$ cat config.mk
export PLATFORM = sky130hd
export DESIGN_NAME = omni_chassis_frame_rotate_mix
export DESIGN_NICKNAME = d
export VERILOG_FILES = /design/src/design/ocfrm_pkg.sv /design/src/design/ocfrm_dp.sv /design/src/design/omni_chassis_frame_rotate_mix.sv
export VERILOG_INCLUDE_DIRS = /design/src /design/src/design
export SDC_FILE = /design/constraint.sdc
export NUM_CORES = 2
export LEC_CHECK = 0
export BUFFER_PORTS_ARGS = -buffer_cell sky130_fd_sc_hd__buf_2
export CAP_MARGIN = 20
export CORE_MARGIN = 5
export CORE_UTILIZATION = 40
export CTS_CLUSTER_SIZE = 25
export DETAILED_ROUTE_END_ITERATION = 12
export GPL_ROUTABILITY_DRIVEN = 0
export HOLD_SLACK_MARGIN = 0.08
export SYNTH_ARGS = -nofsm -noshare
export SYNTH_HDL_FRONTEND = slang
export SYNTH_SLANG_ARGS = --single-unit
export TNS_END_PERCENT = 30
$ cat constraint.sdc
create_clock -name clk -period 15.76 [get_ports clk]
set_input_delay 1.576 -clock clk [delete_from_list [all_inputs] [get_ports clk]]
set_output_delay 1.576 -clock clk [all_outputs]
set_load 0.05 [all_outputs]
$ cat src/design/assert_macros.svh
// ----------------------------------------------------------------------------
// assertion macros
// concurrent checks that can be compiled out with NO_ASSERTIONS
// ----------------------------------------------------------------------------
`ifndef ASSERT_MACROS_SVH
`define ASSERT_MACROS_SVH

`ifndef NO_ASSERTIONS

// property must hold at every clock edge outside reset
`define ASSERT_CLK(lbl, clk, rst_n, prop) \
  lbl: assert property (@(posedge clk) disable iff (!rst_n) prop) \
    else $error("design check failed");

// expression must never be true outside reset
`define ASSERT_NEVER(lbl, clk, rst_n, expr) \
  lbl: assert property (@(posedge clk) disable iff (!rst_n) !(expr)) \
    else $error("forbidden condition seen");

`else

`define ASSERT_CLK(lbl, clk, rst_n, prop)
`define ASSERT_NEVER(lbl, clk, rst_n, expr)

`endif

`endif

$ cat src/design/ocfrm_pkg.sv
// ----------------------------------------------------------------------------
// ocfrm_pkg
// types, constants, microcode and angle table of the omni chassis mixer
// ----------------------------------------------------------------------------
`default_nettype none

package ocfrm_pkg;

  // rotation iterations, legal range 8 to 24
  localparam int CORDIC_STEPS = 16;

  localparam int NUM_WHEELS = 4;
  localparam int IterW      = 5;
  localparam int VEC_W      = 34;
  localparam int ANG_W      = 33;
  localparam int KPART_W    = 15;
  localparam int P_W        = VEC_W + KPART_W + 1;
  localparam int ACC_W      = 64;
  localparam int ACC_SHIFT  = 44;
  localparam int Q_W        = ACC_W - ACC_SHIFT;
  localparam int HELD_W     = 17;
  localparam int SUM_W      = HELD_W + 1;
  localparam int GAIN_W     = 18;
  localparam int MP_W       = SUM_W + GAIN_W + 1;
  localparam int RND_W      = MP_W - 8;
  localparam int SET_W      = 24;
  localparam int PC_W       = 4;
  localparam int CMD_W      = 16;

  // infinite-step cordic gain, Q30
  localparam logic [2*KPART_W-1:0] CORDIC_K = 30'd652032874;

  localparam logic signed [ACC_W-1:0] ACC_ROUND = 64'sh0000_0800_0000_0000;

  localparam logic signed [Q_W-1:0]    HELD_MAX_Q = 20'sd65535;
  localparam logic signed [Q_W-1:0]    HELD_MIN_Q = -20'sd65536;
  localparam logic signed [HELD_W-1:0] HELD_MAX   = 17'sh0FFFF;
  localparam logic signed [HELD_W-1:0] HELD_MIN   = 17'sh10000;

  localparam logic signed [RND_W-1:0] SET_MAX_R = 29'sd8388607;
  localparam logic signed [RND_W-1:0] SET_MIN_R = -29'sd8388608;
  localparam logic signed [SET_W-1:0] SET_MAX   = 24'sh7FFFFF;
  localparam logic signed [SET_W-1:0] SET_MIN   = 24'sh800000;

  // configuration register indexes
  localparam int CFG_IDX_W = 8;
  localparam logic [CFG_IDX_W-1:0] REG_GAIN_A = 8'd0;
  localparam logic [CFG_IDX_W-1:0] REG_GAIN_D = 8'd3;

  typedef enum logic [1:0] {
    MODE_STOP       = 2'd0,
    MODE_NO_FOLLOW  = 2'd1,
    MODE_FOLLOW_YAW = 2'd2,
    MODE_KEEP       = 2'd3
  } mode_t;

  typedef enum logic [1:0] {
    WHEEL_A = 2'd0,
    WHEEL_B = 2'd1,
    WHEEL_C = 2'd2,
    WHEEL_D = 2'd3
  } wheel_t;

  typedef enum logic [1:0] {
    ACC_NONE = 2'd0,
    ACC_LOAD = 2'd1,
    ACC_ADD  = 2'd2
  } acc_op_t;

  typedef enum logic [1:0] {
    JMP_NONE      = 2'd0,
    JMP_NO_ROT    = 2'd1,
    JMP_ITER_MORE = 2'd2
  } jmp_t;

  typedef enum logic {
    SEQ_IDLE = 1'b0,
    SEQ_RUN  = 1'b1
  } seq_state_t;

  // one control word of the program
  typedef struct packed {
    logic            init;
    logic            iter;
    logic            mul_en;
    logic            mul_hi;
    logic            mul_src_y;
    acc_op_t         acc_op;
    logic            fin_en;
    logic            fin_y;
    logic            mix_mul;
    wheel_t          mix_wheel;
    logic            mix_rnd;
    wheel_t          rnd_wheel;
    logic            last;
    jmp_t            jmp;
    logic [PC_W-1:0] target;
  } ucode_t;

  // datapath flags seen by the jump logic
  typedef struct packed {
    logic no_rot;
    logic iter_more;
  } dp_stat_t;

  localparam logic [PC_W-1:0] PC_INIT = 4'd0;
  localparam logic [PC_W-1:0] PC_ITER = 4'd1;
  localparam logic [PC_W-1:0] PC_MIX  = 4'd9;

  // program rom
  function automatic ucode_t ucode_rom(input logic [PC_W-1:0] pc);
    ucode_t uw;
    uw           = '0;
    uw.acc_op    = ACC_NONE;
    uw.jmp       = JMP_NONE;
    uw.mix_wheel = WHEEL_A;
    uw.rnd_wheel = WHEEL_A;
    case (pc)
      4'd0: begin
        uw.init   = 1'b1;
        uw.jmp    = JMP_NO_ROT;
        uw.target = PC_MIX;
      end
      4'd1: begin
        uw.iter   = 1'b1;
        uw.jmp    = JMP_ITER_MORE;
        uw.target = PC_ITER;
      end
      4'd2: begin
        uw.mul_en = 1'b1;
      end
      4'd3: begin
        uw.mul_en = 1'b1;
        uw.mul_hi = 1'b1;
        uw.acc_op = ACC_LOAD;
      end
      4'd4: begin
        uw.acc_op = ACC_ADD;
      end
      4'd5: begin
        uw.fin_en    = 1'b1;
        uw.mul_en    = 1'b1;
        uw.mul_src_y = 1'b1;
      end
      4'd6: begin
        uw.mul_en    = 1'b1;
        uw.mul_hi    = 1'b1;
        uw.mul_src_y = 1'b1;
        uw.acc_op    = ACC_LOAD;
      end
      4'd7: begin
        uw.acc_op = ACC_ADD;
      end
      4'd8: begin
        uw.fin_en = 1'b1;
        uw.fin_y  = 1'b1;
      end
      4'd9: begin
        uw.mix_mul   = 1'b1;
        uw.mix_wheel = WHEEL_A;
      end
      4'd10: begin
        uw.mix_mul   = 1'b1;
        uw.mix_wheel = WHEEL_B;
        uw.mix_rnd   = 1'b1;
        uw.rnd_wheel = WHEEL_A;
      end
      4'd11: begin
        uw.mix_mul   = 1'b1;
        uw.mix_wheel = WHEEL_C;
        uw.mix_rnd   = 1'b1;
        uw.rnd_wheel = WHEEL_B;
      end
      4'd12: begin
        uw.mix_mul   = 1'b1;
        uw.mix_wheel = WHEEL_D;
        uw.mix_rnd   = 1'b1;
        uw.rnd_wheel = WHEEL_C;
      end
      4'd13: begin
        uw.mix_rnd   = 1'b1;
        uw.rnd_wheel = WHEEL_D;
      end
      default: begin
        uw.last = 1'b1;
      end
    endcase
    return uw;
  endfunction

  // arctan(2^-i) in units of 2^32 per turn
  function automatic logic [30:0] ang_step(input logic [IterW-1:0] i);
    logic [30:0] a;
    case (i)
      5'd0:    a = 31'd536870912;
      5'd1:    a = 31'd316933406;
      5'd2:    a = 31'd167458907;
      5'd3:    a = 31'd85004756;
      5'd4:    a = 31'd42667331;
      5'd5:    a = 31'd21354465;
      5'd6:    a = 31'd10679838;
      5'd7:    a = 31'd5340245;
      5'd8:    a = 31'd2670163;
      5'd9:    a = 31'd1335087;
      5'd10:   a = 31'd667544;
      5'd11:   a = 31'd333772;
      5'd12:   a = 31'd166886;
      5'd13:   a = 31'd83443;
      5'd14:   a = 31'd41722;
      5'd15:   a = 31'd20861;
      5'd16:   a = 31'd10430;
      5'd17:   a = 31'd5215;
      5'd18:   a = 31'd2608;
      5'd19:   a = 31'd1304;
      5'd20:   a = 31'd652;
      5'd21:   a = 31'd326;
      5'd22:   a = 31'd163;
      5'd23:   a = 31'd81;
      default: a = '0;
    endcase
    return a;
  endfunction

endpackage

`default_nettype wire

$ cat src/design/ocfrm_dp.sv
// ----------------------------------------------------------------------------
// ocfrm_dp
// datapath: command latch, cordic rotator, gain scaler and wheel mixer
// ----------------------------------------------------------------------------
`default_nettype none

module ocfrm_dp (
  input  wire logic                                            clk,
  input  wire logic                                            rst_n,
  input  wire logic                                            load,
  input  wire logic signed [ocfrm_pkg::CMD_W-1:0]              cmd_vx,
  input  wire logic signed [ocfrm_pkg::CMD_W-1:0]              cmd_vy,
  input  wire logic signed [ocfrm_pkg::CMD_W-1:0]              yaw_offset,
  input  wire ocfrm_pkg::mode_t                                drive_mode,
  input  wire logic                                            link_lost,
  input  wire logic [ocfrm_pkg::NUM_WHEELS-1:0][ocfrm_pkg::GAIN_W-1:0] gains,
  input  wire ocfrm_pkg::ucode_t                               ctl,
  output ocfrm_pkg::dp_stat_t                                  stat,
  output logic [ocfrm_pkg::NUM_WHEELS-1:0][ocfrm_pkg::SET_W-1:0] set_out
);
  import ocfrm_pkg::*;

  // latched command
  logic signed [CMD_W-1:0] vx_r, vy_r, yaw_r;
  mode_t                   mode_r;
  logic                    lost_r;

  // rotator state
  logic signed [VEC_W-1:0] x_r, y_r;
  logic signed [ANG_W-1:0] z_r;
  logic [IterW-1:0]        iter_r;

  // scaler and mixer
  logic signed [P_W-1:0]    p_r;
  logic signed [ACC_W-1:0]  acc_r;
  logic signed [HELD_W-1:0] held_vx_r, held_vy_r;
  logic signed [MP_W-1:0]   mp_r;
  logic [NUM_WHEELS-1:0][SET_W-1:0] set_r;

  // init terms
  logic signed [CMD_W-1:0] phi, phi_adj;
  logic                    flip;
  logic signed [VEC_W-1:0] vx_sc, vy_sc;
  logic                    rot_mode, clear_held;

  always_comb begin
    phi      = CMD_W'(~yaw_r + 1'b1);
    flip     = (phi > 16'sd16384) || (phi < -16'sd16384);
    phi_adj  = flip ? (phi ^ 16'sh8000) : phi;
    vx_sc    = {{(VEC_W-CMD_W-14){vx_r[CMD_W-1]}}, vx_r, 14'b0};
    vy_sc    = {{(VEC_W-CMD_W-14){vy_r[CMD_W-1]}}, vy_r, 14'b0};
    rot_mode = mode_r inside {MODE_NO_FOLLOW, MODE_FOLLOW_YAW};
    clear_held = lost_r || (mode_r == MODE_STOP);
  end

  assign stat.no_rot    = lost_r || !rot_mode;
  assign stat.iter_more = (iter_r != IterW'(CORDIC_STEPS - 1));

  // one micro-rotation
  logic signed [VEC_W-1:0] dx, dy;
  logic signed [ANG_W-1:0] ang;

  always_comb begin
    dx  = y_r >>> iter_r;
    dy  = x_r >>> iter_r;
    ang = $signed({2'b00, ang_step(iter_r)});
  end

  // scaler multiply operands
  logic signed [VEC_W-1:0]   mul_src;
  logic signed [KPART_W:0]   kop;
  logic signed [Q_W-1:0]     q;
  logic signed [HELD_W-1:0]  held_sat;

  always_comb begin
    mul_src = ctl.mul_src_y ? y_r : x_r;
    kop     = $signed({1'b0, ctl.mul_hi ? CORDIC_K[2*KPART_W-1:KPART_W]
                                        : CORDIC_K[KPART_W-1:0]});
    q       = acc_r[ACC_W-1:ACC_SHIFT];
    if (q > HELD_MAX_Q) begin
      held_sat = HELD_MAX;
    end else if (q < HELD_MIN_Q) begin
      held_sat = HELD_MIN;
    end else begin
      held_sat = q[HELD_W-1:0];
    end
  end

  // wheel sum and rounding
  logic signed [SUM_W-1:0]  hx, hy, wsum;
  logic signed [GAIN_W:0]   gop;
  logic signed [MP_W-1:0]   mp_rnd;
  logic signed [RND_W-1:0]  rv;
  logic [SET_W-1:0]         set_sat;

  always_comb begin
    hx = SUM_W'(held_vx_r);
    hy = SUM_W'(held_vy_r);
    case (ctl.mix_wheel)
      WHEEL_A: wsum = hx + hy;
      WHEEL_B: wsum = hy - hx;
      WHEEL_C: wsum = -hx - hy;
      WHEEL_D: wsum = hx - hy;
      default: wsum = '0;
    endcase
    gop    = $signed({1'b0, gains[ctl.mix_wheel]});
    mp_rnd = mp_r + MP_W'(128);
    rv     = mp_rnd[MP_W-1:8];
    if (rv > SET_MAX_R) begin
      set_sat = SET_MAX;
    end else if (rv < SET_MIN_R) begin
      set_sat = SET_MIN;
    end else begin
      set_sat = rv[SET_W-1:0];
    end
  end

  // command latch on input transfer
  always_ff @(posedge clk) begin
    if (load) begin
      vx_r   <= cmd_vx;
      vy_r   <= cmd_vy;
      yaw_r  <= yaw_offset;
      mode_r <= drive_mode;
      lost_r <= link_lost;
    end
  end

  // rotator registers
  always_ff @(posedge clk) begin
    if (ctl.init) begin
      x_r    <= flip ? -vx_sc : vx_sc;
      y_r    <= flip ? -vy_sc : vy_sc;
      z_r    <= {{(ANG_W-CMD_W-16){phi_adj[CMD_W-1]}}, phi_adj, 16'b0};
      iter_r <= '0;
    end else if (ctl.iter) begin
      if (!z_r[ANG_W-1]) begin
        x_r <= x_r - dx;
        y_r <= y_r + dy;
        z_r <= z_r - ang;
      end else begin
        x_r <= x_r + dx;
        y_r <= y_r - dy;
        z_r <= z_r + ang;
      end
      iter_r <= IterW'(iter_r + 1'b1);
    end
  end

  // gain scaling by cordic constant in two partial products
  always_ff @(posedge clk) begin
    if (ctl.mul_en) begin
      p_r <= mul_src * kop;
    end
    case (ctl.acc_op)
      ACC_LOAD: acc_r <= ACC_W'(p_r) + ACC_ROUND;
      ACC_ADD:  acc_r <= acc_r + (ACC_W'(p_r) <<< KPART_W);
      default:  acc_r <= acc_r;
    endcase
  end

  // held reference
  always_ff @(posedge clk) begin
    if (!rst_n) begin
      held_vx_r <= '0;
      held_vy_r <= '0;
    end else if (ctl.init) begin
      if (clear_held) begin
        held_vx_r <= '0;
        held_vy_r <= '0;
      end
    end else if (ctl.fin_en) begin
      if (ctl.fin_y) begin
        held_vy_r <= held_sat;
      end else begin
        held_vx_r <= held_sat;
      end
    end
  end

  // wheel mixer
  always_ff @(posedge clk) begin
    if (ctl.mix_mul) begin
      mp_r <= wsum * gop;
    end
    if (ctl.mix_rnd) begin
      set_r[ctl.rnd_wheel] <= set_sat;
    end
  end

  assign set_out = set_r;

endmodule

`default_nettype wire

$ cat src/design/omni_chassis_frame_rotate_mix.sv
// ----------------------------------------------------------------------------
// omni_chassis_frame_rotate_mix
// yaw rotation of a velocity command and four-wheel omni setpoint mixing
// ----------------------------------------------------------------------------
// Usage
//   in_*  : one command per transfer, velocities and yaw in in_tdata,
//           drive mode and link-lost flag in in_tuser
//   out_* : one transfer of four Q16.8 wheel setpoints per command
//   cfg_* : per-wheel gain writes, index 0 to 3, other indexes ignored;
//           cfg_ready is always high, write only while the block is idle
// Timing
//   a microcoded sequencer runs a 15-step program over a shared datapath;
//   the cordic step repeats 16 times for a command in no-follow or
//   follow-yaw mode; stop, link-lost and keep-held commands skip the
//   rotation and scaling and go straight to the mixer steps; a new
//   command is taken only after the result is loaded into the output
//   register, so commands are worked one at a time
// Reset
//   held reference and all gains clear, sequencer idle, no result pending
// Stall
//   a result waits in the output register while a new command is worked;
//   if that command finishes before the old result is taken, the program
//   parks on its last step and in_tready stays low
// ----------------------------------------------------------------------------
`default_nettype none

`include "assert_macros.svh"

module omni_chassis_frame_rotate_mix (
  input  wire logic        clk,
  input  wire logic        rst_n,
  // cmd_vx[15:0], cmd_vy[31:16], yaw_offset[47:32]
  input  wire logic [47:0] in_tdata,
  // drive_mode[1:0], link_lost[2]
  input  wire logic [2:0]  in_tuser,
  input  wire logic        in_tvalid,
  output logic             in_tready,
  // wheel_a_set[23:0], wheel_b_set[47:24], wheel_c_set[71:48],
  // wheel_d_set[95:72]
  output logic [95:0]      out_tdata,
  output logic             out_tvalid,
  input  wire logic        out_tready,
  input  wire logic        cfg_valid,
  output logic             cfg_ready,
  input  wire logic [ocfrm_pkg::CFG_IDX_W-1:0] cfg_index,
  input  wire logic [ocfrm_pkg::GAIN_W-1:0]    cfg_data
);
  import ocfrm_pkg::*;

  seq_state_t      state_r, state_nxt;
  logic [PC_W-1:0] pc_r, pc_nxt;
  ucode_t          uw, ctl;
  dp_stat_t        stat;
  logic            in_xfer, out_load, out_free, jump_taken;
  logic            out_valid_r;
  logic [95:0]     out_data_r;
  logic [NUM_WHEELS-1:0][GAIN_W-1:0] gains_r;
  logic [NUM_WHEELS-1:0][SET_W-1:0]  set_w;

  assign in_tready  = (state_r == SEQ_IDLE);
  assign in_xfer    = in_tvalid && in_tready;
  assign cfg_ready  = 1'b1;
  assign out_tvalid = out_valid_r;
  assign out_tdata  = out_data_r;

  // gain registers
  always_ff @(posedge clk) begin
    if (!rst_n) begin
      gains_r <= '0;
    end else if (cfg_valid && cfg_ready && (cfg_index <= REG_GAIN_D)) begin
      gains_r[cfg_index[1:0] - REG_GAIN_A[1:0]] <= cfg_data;
    end
  end

  // sequencer state register
  always_ff @(posedge clk) begin
    if (!rst_n) begin
      state_r <= SEQ_IDLE;
      pc_r    <= PC_INIT;
    end else begin
      state_r <= state_nxt;
      pc_r    <= pc_nxt;
    end
  end

  // sequencer next step and datapath control
  always_comb begin
    uw         = ucode_rom(pc_r);
    ctl        = '0;
    ctl.acc_op = ACC_NONE;
    ctl.jmp    = JMP_NONE;
    state_nxt  = state_r;
    pc_nxt     = pc_r;
    out_free   = !out_valid_r || out_tready;
    out_load   = 1'b0;
    jump_taken = ((uw.jmp == JMP_NO_ROT) && stat.no_rot) ||
                 ((uw.jmp == JMP_ITER_MORE) && stat.iter_more);
    case (state_r)
      SEQ_IDLE: begin
        if (in_xfer) begin
          state_nxt = SEQ_RUN;
          pc_nxt    = PC_INIT;
        end
      end
      SEQ_RUN: begin
        ctl = uw;
        if (uw.last) begin
          if (out_free) begin
            out_load  = 1'b1;
            state_nxt = SEQ_IDLE;
            pc_nxt    = PC_INIT;
          end
        end else begin
          pc_nxt = jump_taken ? uw.target : PC_W'(pc_r + 1'b1);
        end
      end
      default: begin
        state_nxt = SEQ_IDLE;
        pc_nxt    = PC_INIT;
      end
    endcase
  end

  // output register
  always_ff @(posedge clk) begin
    if (!rst_n) begin
      out_valid_r <= 1'b0;
    end else if (out_load) begin
      out_valid_r <= 1'b1;
    end else if (out_tready) begin
      out_valid_r <= 1'b0;
    end
  end

  always_ff @(posedge clk) begin
    if (out_load) begin
      out_data_r <= set_w;
    end
  end

  ocfrm_dp u_dp (
    .clk        (clk),
    .rst_n      (rst_n),
    .load       (in_xfer),
    .cmd_vx     ($signed(in_tdata[15:0])),
    .cmd_vy     ($signed(in_tdata[31:16])),
    .yaw_offset ($signed(in_tdata[47:32])),
    .drive_mode (mode_t'(in_tuser[1:0])),
    .link_lost  (in_tuser[2]),
    .gains      (gains_r),
    .ctl        (ctl),
    .stat       (stat),
    .set_out    (set_w)
  );

  // checks
  `ASSERT_CLK(a_accept_starts, clk, rst_n, in_xfer |=> (state_r == SEQ_RUN) && (pc_r == PC_INIT))
  `ASSERT_CLK(a_run_until_last, clk, rst_n, (state_r == SEQ_RUN) && !uw.last |=> state_r == SEQ_RUN)
  `ASSERT_CLK(a_park_on_stall, clk, rst_n, (state_r == SEQ_RUN) && uw.last && !out_free |=> (state_r == SEQ_RUN) && $stable(pc_r))
  `ASSERT_CLK(a_result_shown, clk, rst_n, (state_r == SEQ_RUN) && uw.last && out_free |=> out_valid_r)

endmodule

`default_nettype wire
Word level (Yosys, flattened, before mapping) --
Memories as Yosys holds them, arrays and structs flattened. A register that Yosys moved wholly into a read port is not among the register bits. Cells that the tools add are included. W data, S select, Z words.
Word-level totals: flip-flop bits (word level) 612, memory bits (read-only) 960, input bits 82, output and inout bits 99, memories 1
Cells by class: $add $sub $neg 19, $mul 2, order comparisons 12, equality and inequality tests 27, shifts and indexed selects 2, muxes and demuxes 64, bitwise logic cells 3, reduce and logical (&&, ||, !) cells 31
Memory list:
- (name not given) | depth 32, width 30, rd ports 1, clocked after memory_dff 1, wr ports 0, RTL line ocfrm_pkg.sv:194 | case (i)
Operators by type and width (count):
- $mux W34 | 9
- $mux W17 | 9
- $pmux W64 S2 | 1
- $mux W33 | 3
- $bwmux W96 | 1
- $bwmux W72 | 1
- $mux W24 | 3
- $pmux W18 S4 | 1
- $add A34 B34 Y34 | 2
- $neg A30 Y34 | 2
- $sshr A34 B5 Y34 | 2
- $sub A34 B34 Y34 | 2
- $add A64 B64 Y64 | 1
- $add A50 B45 Y51 const B | 1
- $mul A34 B16 Y50 | 1
- $demux W24 S2 | 1
- $add A37 B9 Y37 const B | 1
- $mul A18 B19 Y37 | 1
- $bmux W18 S2 | 1
- $demux W18 S2 | 1
- $mux W18 | 2
- $sub A17 B17 Y18 | 2
- $add A33 B32 Y33 | 1
- $sub A33 B32 Y33 | 1
- 48 further kinds | 110

Depth between registers and ports, before layout --
depth after elaboration 9, gate-level depth with buffers 48, depth with buffers taken out 42

By module --
From an unflattened synthesis, not the netlist that was laid out.
Unflattened totals: cell total of the unflattened synthesis 6438, area, all modules 62630.1 um^2
By module, submodules not included:
- ocfrm_dp | times used 1, cells each 5995, area each 56765.7 um^2
- omni_chassis_frame_rotate_mix | times used 1, cells each 443, area each 5864.4 um^2

Least setup slack after synthesis --
No wires, ideal clock.
path kind register to register, from register pc_r[0], to register u_dp.mp_r[35] (data pin), setup time 258 ps, data arrival time 10468 ps, setup slack 5034 ps, stages on the path, launching flop included 45, path buffers 5, path through dfxtp_1 > inv_1 > ha_1 > buf_2 > nand2_1 > a21oi_2 > clkbuf_1 > ha_1 > clkbuf_1 > buf_1 > mux2i_1 > fa_1 > a21o_1 > a21oi_1 > o21bai_1 > a21oi_1 > o21bai_1 > a211oi_1 > [... 9 more ...] > fa_1 > inv_1 > fa_1 > inv_1 > fa_1 > inv_1 > fa_1 > ha_1 > nand3_1 > nor3b_1 > or3_1 > a21oi_1 > or3_1 > a21o_1 > a21oi_1 > a211o_1 > a21oi_1 > xnor2_1
Between the ends: longest elaborated chain between the ends 6, elaborated cells between the ends (all ways) 14, classes of those cells mul (1); eq/ne (7); mux (5); reduce/logical (1)
Ends and longest elaborated chain:
- start, declared | RTL line omni_chassis_frame_rotate_mix.sv:51 | logic [PC_W-1:0] pc_r, pc_nxt;
- start signal, assigned | RTL line omni_chassis_frame_rotate_mix.sv:82 | pc_r <= pc_nxt;
- $eq A4 B4 Y1 | RTL line ocfrm_pkg.sv:118 | case (pc)
- $pmux W3 S4 * | RTL line ocfrm_pkg.sv:118
- $mux W22 * | RTL line omni_chassis_frame_rotate_mix.sv:98 | case (state_r)
- $eq A2 B2 Y1 (tied with other cells) | RTL line ocfrm_dp.sv:99 | case (ctl.mix_wheel)
- $pmux W18 S4 or $mux W18 (tied branches) | RTL line ocfrm_dp.sv:99, ocfrm_dp.sv:106
- $mul A18 B19 Y37 * | RTL line ocfrm_dp.sv:184 | mp_r <= wsum * gop;
- end signal, assigned | RTL line ocfrm_dp.sv:184
- end, declared | RTL line ocfrm_dp.sv:37 | logic signed [MP_W-1:0] mp_r;
Every way passes the cells marked *; elsewhere a longest branch is shown, timed or not. The select of a mux whose other input is x is not followed. A chain may end at the register's enable or synchronous reset.

Worst setup path in the final report --
from register pc_r[0], to register u_dp.mp_r[33] (data pin)
The elaborated chain is that of the path after synthesis.

==> qor.yml <==
worst_setup_path:
  worstSetupPathType: "reg2reg"
  critPathCaptureType: "register"
  cp_max_fo: 29
  reg2reg_setup_slack_ps: 4120
  startpoint_type: "register"
  slowest_delay_ps: 870
  reg2reg_depth: 41
  crit_slowest_cell: "a31oi_2"
  worstPathRequired_ps: 16190
  cp.arrival_ps: 12070
  r2r-end: "u_dp.mp_r[33]"
  r2r-start: "pc_r[0]"
  critPathLaunch: "pc_r[0]"
  cpMostUsedCell: "fa_1"
yosys:
  synth_area_sq_um: 62800
  ys_seq_area_share_pct: 26.9
  synth_cells: 6461
  synth-edff-count: 455
  yosysWarnings: 0
  avgSynthCellArea_sq_um: 9.73
  async_flop_share_pct: 0
  synth_cell_types: 107
  ys_seq_elements: 618
  ys.flop_type: "edfxtp_1"
drt:
  final_antenna_net_count: 0
  wire_per_inst_microns: 19.2
  first_iter_violations: 3651
  viasPerCell: 5.46
  drt-total-wl_microns: 167000
  drt_first_pass_iters: 6
  drc: 0
  vias: 47445
finish:
  area_growth_pct: 9.00
  final_layout_size_suffix_gt1_share_pct: 9.55
  final_common_cell: "inv_1"
  most-common-layout-cells: "inv_1 (820), ha_1 (549), nand2_1 (546), fa_1 (546), nor2_1 (473)"
  final_nets: 7746
  layout.cells.non_filler: 8686
timing:
  rsz0062_at_grt: "false"
  drv_slew: 0
  slew_headroom_pct: 19.9
  hold_violations: 0
  setup-violations-final: 0
  fmax_mhz: 85.9
  fin_crit_ps: 11640
  tns_ps: 0
  skew_ps: 46.6
  fin_crit_sh_pct: 73.8
  tightest_slew_ps: 1170
run:
  maxCapViolations: 0
grt:
  antenna_found_initial: 6
  grt.overflow.total: 0
  grt_pass1_wl_microns: 266000
  grt_pass1_vias: 47793
  grt_max_degree: 113
  gr-usage-all-layers_pct: 20.2
clock_network:
  max-clock-path-buffers: 3
  cts_root_buf: "clkbuf_16"
  clk_pin_slew_ps: 60
  cts_inserted_buffers: 73
  postCtsSetupBuffers: 0
  clkSinkCount: 618
  clock_latency_ps: 690
  cts_hold_buf: 0
  ctsResizeCount: 0
  cts_tree: "yes"
  ctsHtreeMaxLevel: 3
placement:
  portBuffers: 179
  dpl.hpwl_microns: 131000
  dp_cells: 8549
worst_hold_path:
  hold-path-endpoint: "out_tdata[11]"
  hold_start: "u_dp.set_out[11]"
  hold_path.class: "reg2reg"
  hold_depth: 0
floorplan:
  die_h_microns: 406
  start_util_pct: 40.2
  io_pins: 181
  dieArea_sq_um: 165000
  core_area_sq_um: 156000
  rows: 145
  die_x_microns: 406
run_status:
  outcome: "complete, no violations"
## cells in the mapped netlist, drive strengths merged (7+ instances only)
cell type | n | area, sq um
and3 | 39 | 250
and4 | 7 | 61.3
dfxtp | 163 | 3260
nor2 | 478 | 1800
o21ai | 292 | 1470
edfxtp | 455 | 13700
nor2b | 119 | 744
o21a | 48 | 360
inv | 823 | 3090
or2 | 21 | 131
a21o | 152 | 1140
a22oi | 25 | 188
a211oi | 31 | 233
a21oi | 428 | 2160
nand3b | 9 | 80.1
nand2b | 69 | 432
clkinv | 8 | 30.0
fa | 546 | 10900
a31o | 9 | 78.8
clkbuf | 159 | 597
a21boi | 37 | 278
a211o | 9 | 78.8
buf | 73 | 438
a41oi | 12 | 105
mux4 | 95 | 2180
mux2 | 89 | 1000
o31ai | 20 | 174
nand2 | 547 | 2060
nand3 | 89 | 470
or3 | 27 | 169
and2 | 76 | 475
nor3 | 103 | 531
xor2 | 163 | 1430
o21bai | 33 | 248
a31oi | 60 | 375
nand4 | 36 | 225
ha | 550 | 6880
xnor2 | 239 | 2090
nor3b | 12 | 90.1
o211ai | 15 | 113
mux2i | 132 | 1330
o22ai | 32 | 200
nor4 | 27 | 218
## kinds of logic after synthesis
logic type	share of synthesized area, %
AO/OA/AOI/OAI	12.7
XOR/XNOR	5.60
adder cells (fa/ha/maj)	28.3
buffers and inverters	6.61
flip-flops	26.9
multiplexers	7.17
other	0.0120
AND/OR/NAND/NOR	12.7
## critical path: cells and delay by family (launching register included)
kind            cells  cell delay, ps
fa+ha+maj          10            4730
compound gates     16            3870
simple gates        7            1310
buf+inv             5             640
flops               1             350
mux                 1             250
xor+xnor            2             210
## worst max path at each step
stage                          endpoint  slack, ps  cells after the start
after detailed placement  u_dp.mp_r[33]       4180                     41
after floorplan           u_dp.mp_r[35]       5030                     44
after CTS                 u_dp.mp_r[33]       4130                     41
after global placement    u_dp.mp_r[33]       4460                     41
final                     u_dp.mp_r[33]       4120                     41
after global routing      u_dp.mp_r[33]       3280                     41
## metrics by stage
step | instance area (sq um) | utilization, % | setup WS (ps) | hold slack (ps)
2_1_floorplan | 62900 | - | 5030 | 400
3_5_place_dp | 66000 | 42.3 | 4180 | 405
4_1_cts | 68500 | 43.8 | 4130 | 418
3_3_place_gp | 66000 | 42.2 | 4460 | 402
5_1_grt | 68500 | 43.8 | 3280 | 422
6_report | 68500 | 43.8 | 4120 | 416
## layout make-up
class                   instances  area [sq um]
inverters                     831          3120
well taps                    2058          2570
multi-input cells            4791         41900
repair buffers                253          1460
clock buffers                  87          1910
diodes                          3          7.51
clock inverters                45           552
fillers                     15016         87700
flip-flops and latches        618         16900
## routing by layer
| layer | part of all wire, % | track usage (%) | wire length, microns | vias up |
|---|---|---|---|---|
| met5 | 0.0054 | 0 | 9 | - |
| met4 | 3.4 | 6.26 | 5670 | 2 |
| met3 | 6.6 | 3.16 | 11000 | 312 |
| met2 | 46 | 33.2 | 77000 | 1531 |
| met1 | 44 | 27.6 | 72900 | 23222 |
| li1 | - | - | - | 22378 |
## sequential cells by signal, indices dropped and copies added (netlist names), 5 cells and up
register        count
gains_r            72
out_tdata          96
u_dp.acc_r         48
u_dp.ang           30
u_dp.held_vx_r     17
u_dp.held_vy_r     17
u_dp.iter_r         5
u_dp.mp_r          30
u_dp.p_r           49
u_dp.set_out       96
u_dp.vx_r          16
u_dp.vy_r          16
u_dp.x_r           34
u_dp.y_r           34
u_dp.yaw_r         16
u_dp.z_r           33
Power is left out: the tool's default activity adds up to more than one toggle a clock period on the data nets, which glitch-free logic cannot reach.
